File: src/sv/fvn_pkg.sv
package fvn_pkg;

    localparam int PERSIST_W    = 17;
    localparam int OCT_W        = 4;
    localparam int CFG_DATA_W   = 17;
    localparam int COORD_W      = 32;
    localparam int NOISE_W      = 25;
    localparam int VAL_W        = 37;
    localparam int SUM_W        = 56;
    localparam int LANE_LAT     = 12;
    localparam int SUM_LAT      = 4;
    localparam int RESULT_LAT   = LANE_LAT + SUM_LAT + 1;

    localparam logic [PERSIST_W-1:0] PERSIST_RESET = 17'd32768;
    localparam logic [PERSIST_W-1:0] PERSIST_MAX   = 17'd65536;
    localparam logic [OCT_W-1:0]     OCT_RESET     = 4'd4;
    localparam logic [16:0]          AMP_ONE       = 17'd65536;

    localparam logic [31:0] HASH_Y     = 32'd57;
    localparam int          HASH_SHIFT = 13;
    localparam logic [31:0] HASH_A     = 32'd15731;
    localparam logic [31:0] HASH_B     = 32'd789221;
    localparam logic [31:0] HASH_C     = 32'd1376312589;
    localparam logic [31:0] Q30_ONE    = 32'h4000_0000;

    localparam longint OUT_MAX   = 64'sd8388608;
    localparam longint PI_Q30    = 64'sd3373259426;
    localparam longint Q30_ONE_L = 64'sd1073741824;
    localparam longint COS_DIV [12] = '{2, 12, 30, 56, 90, 132, 182, 240, 306, 380, 462, 552};

    typedef enum logic {
        CFG_PERSISTENCE  = 1'b0,
        CFG_OCTAVE_COUNT = 1'b1
    } t_cfg_idx;

    // (1 - cos(pi*k/2^bits)) / 2 in Q1.16, Horner series for cos in Q30
    function automatic logic [16:0] cos_entry(int k, int bits);
        longint full;
        longint half;
        longint kk;
        longint x;
        longint x2;
        longint acc;
        longint t;
        longint e;
        full = 64'sd1 <<< bits;
        half = full >>> 1;
        kk   = (longint'(k) <= half) ? longint'(k) : full - longint'(k);
        x    = (PI_Q30 * kk + (64'sd1 <<< (bits - 1))) >>> bits;
        x2   = (x * x + (64'sd1 <<< 29)) >>> 30;
        acc  = Q30_ONE_L;
        for (int n = 12; n >= 1; n--) begin
            t   = ((x2 * acc + (64'sd1 <<< 29)) >>> 30) / COS_DIV[n-1];
            acc = Q30_ONE_L - t;
            if (acc < 0) acc = 0;
            if (acc > Q30_ONE_L) acc = Q30_ONE_L;
        end
        e = (Q30_ONE_L - acc + (64'sd1 <<< 14)) >>> 15;
        if (longint'(k) > half) e = 64'sd65536 - e;
        return 17'(e);
    endfunction

endpackage

File: src/sv/fvn_amp.sv
module fvn_amp #(
    parameter int MAX_OCTAVES = 8
) (
    input  logic                        i_clk,
    input  logic [16:0]                 i_p,
    output logic [MAX_OCTAVES-1:0][16:0] o_amp
);

    localparam int LAT = fvn_pkg::LANE_LAT;

    logic [LAT-1:0][MAX_OCTAVES-1:0][16:0] n_amp, r_amp;
    logic [LAT-2:0][16:0]                  r_pd;

    // stage j appends amp[j+1] = round(amp[j] * p / 2^16)
    always_comb begin
        logic [16:0] prev;
        logic [16:0] pin;
        logic [33:0] prod;
        for (int j = 0; j < LAT; j++) begin
            pin = (j == 0) ? i_p : r_pd[(j == 0) ? 0 : j - 1];
            for (int i = 0; i < MAX_OCTAVES; i++) begin
                if (j == 0) begin
                    prev = (i == 0) ? fvn_pkg::AMP_ONE : 17'd0;
                end else begin
                    prev = r_amp[j-1][i];
                end
                n_amp[j][i] = prev;
                if (i == j + 1) begin
                    if (j == 0) begin
                        prod = 34'(fvn_pkg::AMP_ONE) * 34'(pin) + 34'd32768;
                    end else begin
                        prod = 34'(r_amp[j-1][j]) * 34'(pin) + 34'd32768;
                    end
                    n_amp[j][i] = 17'(prod >> 16);
                end
            end
        end
    end

    always_ff @(posedge i_clk) begin
        r_amp   <= n_amp;
        r_pd[0] <= i_p;
        for (int j = 1; j < LAT - 1; j++) r_pd[j] <= r_pd[j-1];
    end

    assign o_amp = r_amp[LAT-1];

endmodule

File: config.mk
export PLATFORM = sky130hd
export DESIGN_NAME = fvn_amp
export DESIGN_NICKNAME = d
export VERILOG_FILES = /design/src/sv/fvn_pkg.sv /design/src/sv/fvn_amp.sv
export SDC_FILE = /design/constraint.sdc
export NUM_CORES = 2
export LEC_CHECK = 0
export ABC_AREA = 1
export BUFFER_PORTS_ARGS = -buffer_cell sky130_fd_sc_hd__buf_2
export CELL_PAD_IN_SITES_DETAIL_PLACEMENT = 1
export CELL_PAD_IN_SITES_GLOBAL_PLACEMENT = 2
export CORE_ASPECT_RATIO = 0.9
export CORE_MARGIN = 2
export CORE_UTILIZATION = 41
export CTS_CLUSTER_SIZE = 20
export DETAILED_ROUTE_END_ITERATION = 10
export GPL_TIMING_DRIVEN = 0
export HOLD_SLACK_MARGIN = 0.05
export PLACE_DENSITY = 0.9
export SYNTH_ARGS = -nofsm -noshare
export SYNTH_HDL_FRONTEND = slang
export SYNTH_SLANG_ARGS = --single-unit
File: constraint.sdc
create_clock -name i_clk -period 7.15 [get_ports i_clk]
set_input_delay 0.715 -clock i_clk [delete_from_list [all_inputs] [get_ports i_clk]]
set_output_delay 0.715 -clock i_clk [all_outputs]
set_load 0.02 [all_outputs]
==> out/qor.txt <==
Setup violators final -> 0
TritonRoute pass-1 iters -> 5
Tot GR Track Use -> 24.1%
Max Clock Skew -> 65.8 ps
Net count, final -> 11731
Die area -> 202000 µm²
Worst Hold Class -> primary input to register
Max Slew Vio Count -> 0
Buffers on Ports -> 136
RSZ-0062 raised after global routing -> no
WL per Instance -> 19.0 µm
WHS -> 134 ps
Yosys top cell by area -> fa_1
Share of layout cells above drive strength 1 -> 4.09%
CP Launch Type -> register
Max Buffers Root-to-Sink -> 3
Top FF cell, synth -> dfxtp_1
Starting density of the core -> 41.2%
Cell area after synthesis -> 81500 µm²
Pin count of the biggest net entering global routing -> 18
Yosys reg bits -> 1071
Critical path class -> register to register
Post-synth EDFFs -> 0
Endpoint class of the critical path -> register
First-pass GRT wire length -> 374000 µm
Setup_tns -> 0 ps
H-Tree Level Count -> 3
Via/cell ratio -> 4.74
Initial antenna violation count -> 11
Area grow syn2layout -> 9.86%
Clock slew at reported path FFs -> 60 ps
Routability cong. -> 0.930
Critical Path Fanout Max -> 10
Iteration-0 DRC count of the detailed router -> 3121
Worst-margin pin slew -> 931 ps
Final Cell Area -> 89500 µm²
Final period util -> 96.2%
CTS Sinks -> 1071
Post-synthesis sequential area ratio -> 26.3%
Placed inst area -> 85500 µm²
Max-Cap Viols -> 0
HPWL after DPL -> 197000 µm
Yosys warnings -> 0
Core Area -> 198000 µm²
Final hold violations -> 0
Status -> finished, final reports clean
Clk Latency, worst-skew pair -> 810 ps
Slew headroom -> 37.9%
Number of routed nets with antenna violations -> 0
Die X -> 474 µm
Vias -> 58893
Routed Wire Length -> 236000 µm
Top-area cell type share of the netlist area -> 32.1%
Std cell rows -> 155
DRC violations left -> 0
Max Clk Rate -> 145 MHz
CP arrival -> 7500 ps
WP data required -> 7770 ps
Die height -> 427 µm
Total CTS buffers -> 109
TritonCTS clock tree -> done
Root Driver -> clkbuf_16
Syn Inst Count -> 9456
FFs w/ async S/R, synth -> 0%
Mean Syn Cell Area -> 8.62 µm²
Vias in the first global route -> 67031
IO Count -> 154
Top-count cell post-synth -> inv_1
Placed cell count -> 12197
Yosys cell types -> 38
Top cells by area, synth -> fa_1, dfxtp_1, inv_1
Synth cell count leaders -> inv_1, nand2_1, fa_1
Cell Count, Final, Fillers Out -> 12417
Grt total ovfl -> 0
Tmin final -> 6880 ps
-- state kept, by name, summed over array words and instances (netlist names) --
name	cells
n_amp	952
o_amp	119
-- layer usage --
layer,wire length [µm],track usage (%),vias up
met1,99600,30.2,29891
met4,10700,9.77,2
met3,10900,3.22,436
met5,13,0,-
li1,-,-,27289
met2,115000,41.9,1275
-- final timing paths --
kind | start | to | slack [ps] | cells after the start
worst max-delay path | n_amp[470] | n_amp[612] | 270 | 20
worst min-delay path | i_p[2] | n_amp[155] | 130 | 1
worst max register to register | n_amp[470] | n_amp[612] | 270 | 20
worst min register to register | n_amp[750] | n_amp[886] | 270 | 0
-- worst max-delay path, cell delays in order, from the launching register on --
cell and delay, ps:
dfxtp_1 320, clkbuf_1 620, clkbuf_1 660, nand2_1 200, fa_1 560, fa_1 540, fa_1 520, inv_1 60
fa_1 500, fa_1 500, inv_1 60, fa_1 480, inv_1 40, ha_1 300, nand2_1 110, nor2_1 150
inv_1 80, nor3_1 140, nand2_1 90, nand2_2 120, xor2_1 650
-- kinds of logic after synthesis --
logic type,synth area share (%)
fa+ha+maj,42.5
flops,26.3
compound gates,2.19
simple gates,14.0
other cells,0.00922
xor+xnor,0.602
buf+inv,14.4
-- per-stage QoR --
stage	setup WS [ps]	util, %
6_report	272	45.3
5_1_grt	59.0	45.2
4_1_cts	154	45.2
3_5_place_dp	215	43.2
3_3_place_gp	240	43.2
2_1_floorplan	1870	-
-- cell type report --
cell class / count / area, µm²
fill: 23452 / 108000
multi-input combinational: 5302 / 48400
sequential: 1071 / 21400
inverter: 2708 / 10200
tap: 2590 / 3240
clock buffer: 141 / 3010
buffer: 389 / 1580
clock inverter: 60 / 872
timing repair buffer: 152 / 841
antenna: 4 / 10.0
-- repair_timing --
action,in CTS,in global routing
setup endpoints to repair,0,13
setup buffers,0,0
gates resized for setup,0,12
hold buffers,16,0
hold endpoints to repair,16,0
-- cell usage in the layout (no fill, tap or decap), types with 137 or more instances in the layout --
master | synthesis | final
dfxtp_1 | 1071 | 1071
nor2_1 | 266 | 266
ha_1 | 672 | 672
a21oi_1 | 186 | 186
inv_1 | 2706 | 2706
clkbuf_1 | 351 | 362
nand2_1 | 2376 | 2376
buf_2 | 13 | 149
fa_1 | 1308 | 1308
nand3_1 | 137 | 137
Power is not shown: default switching activity piles up to over one toggle a cycle in this logic, so the estimate is an artifact.
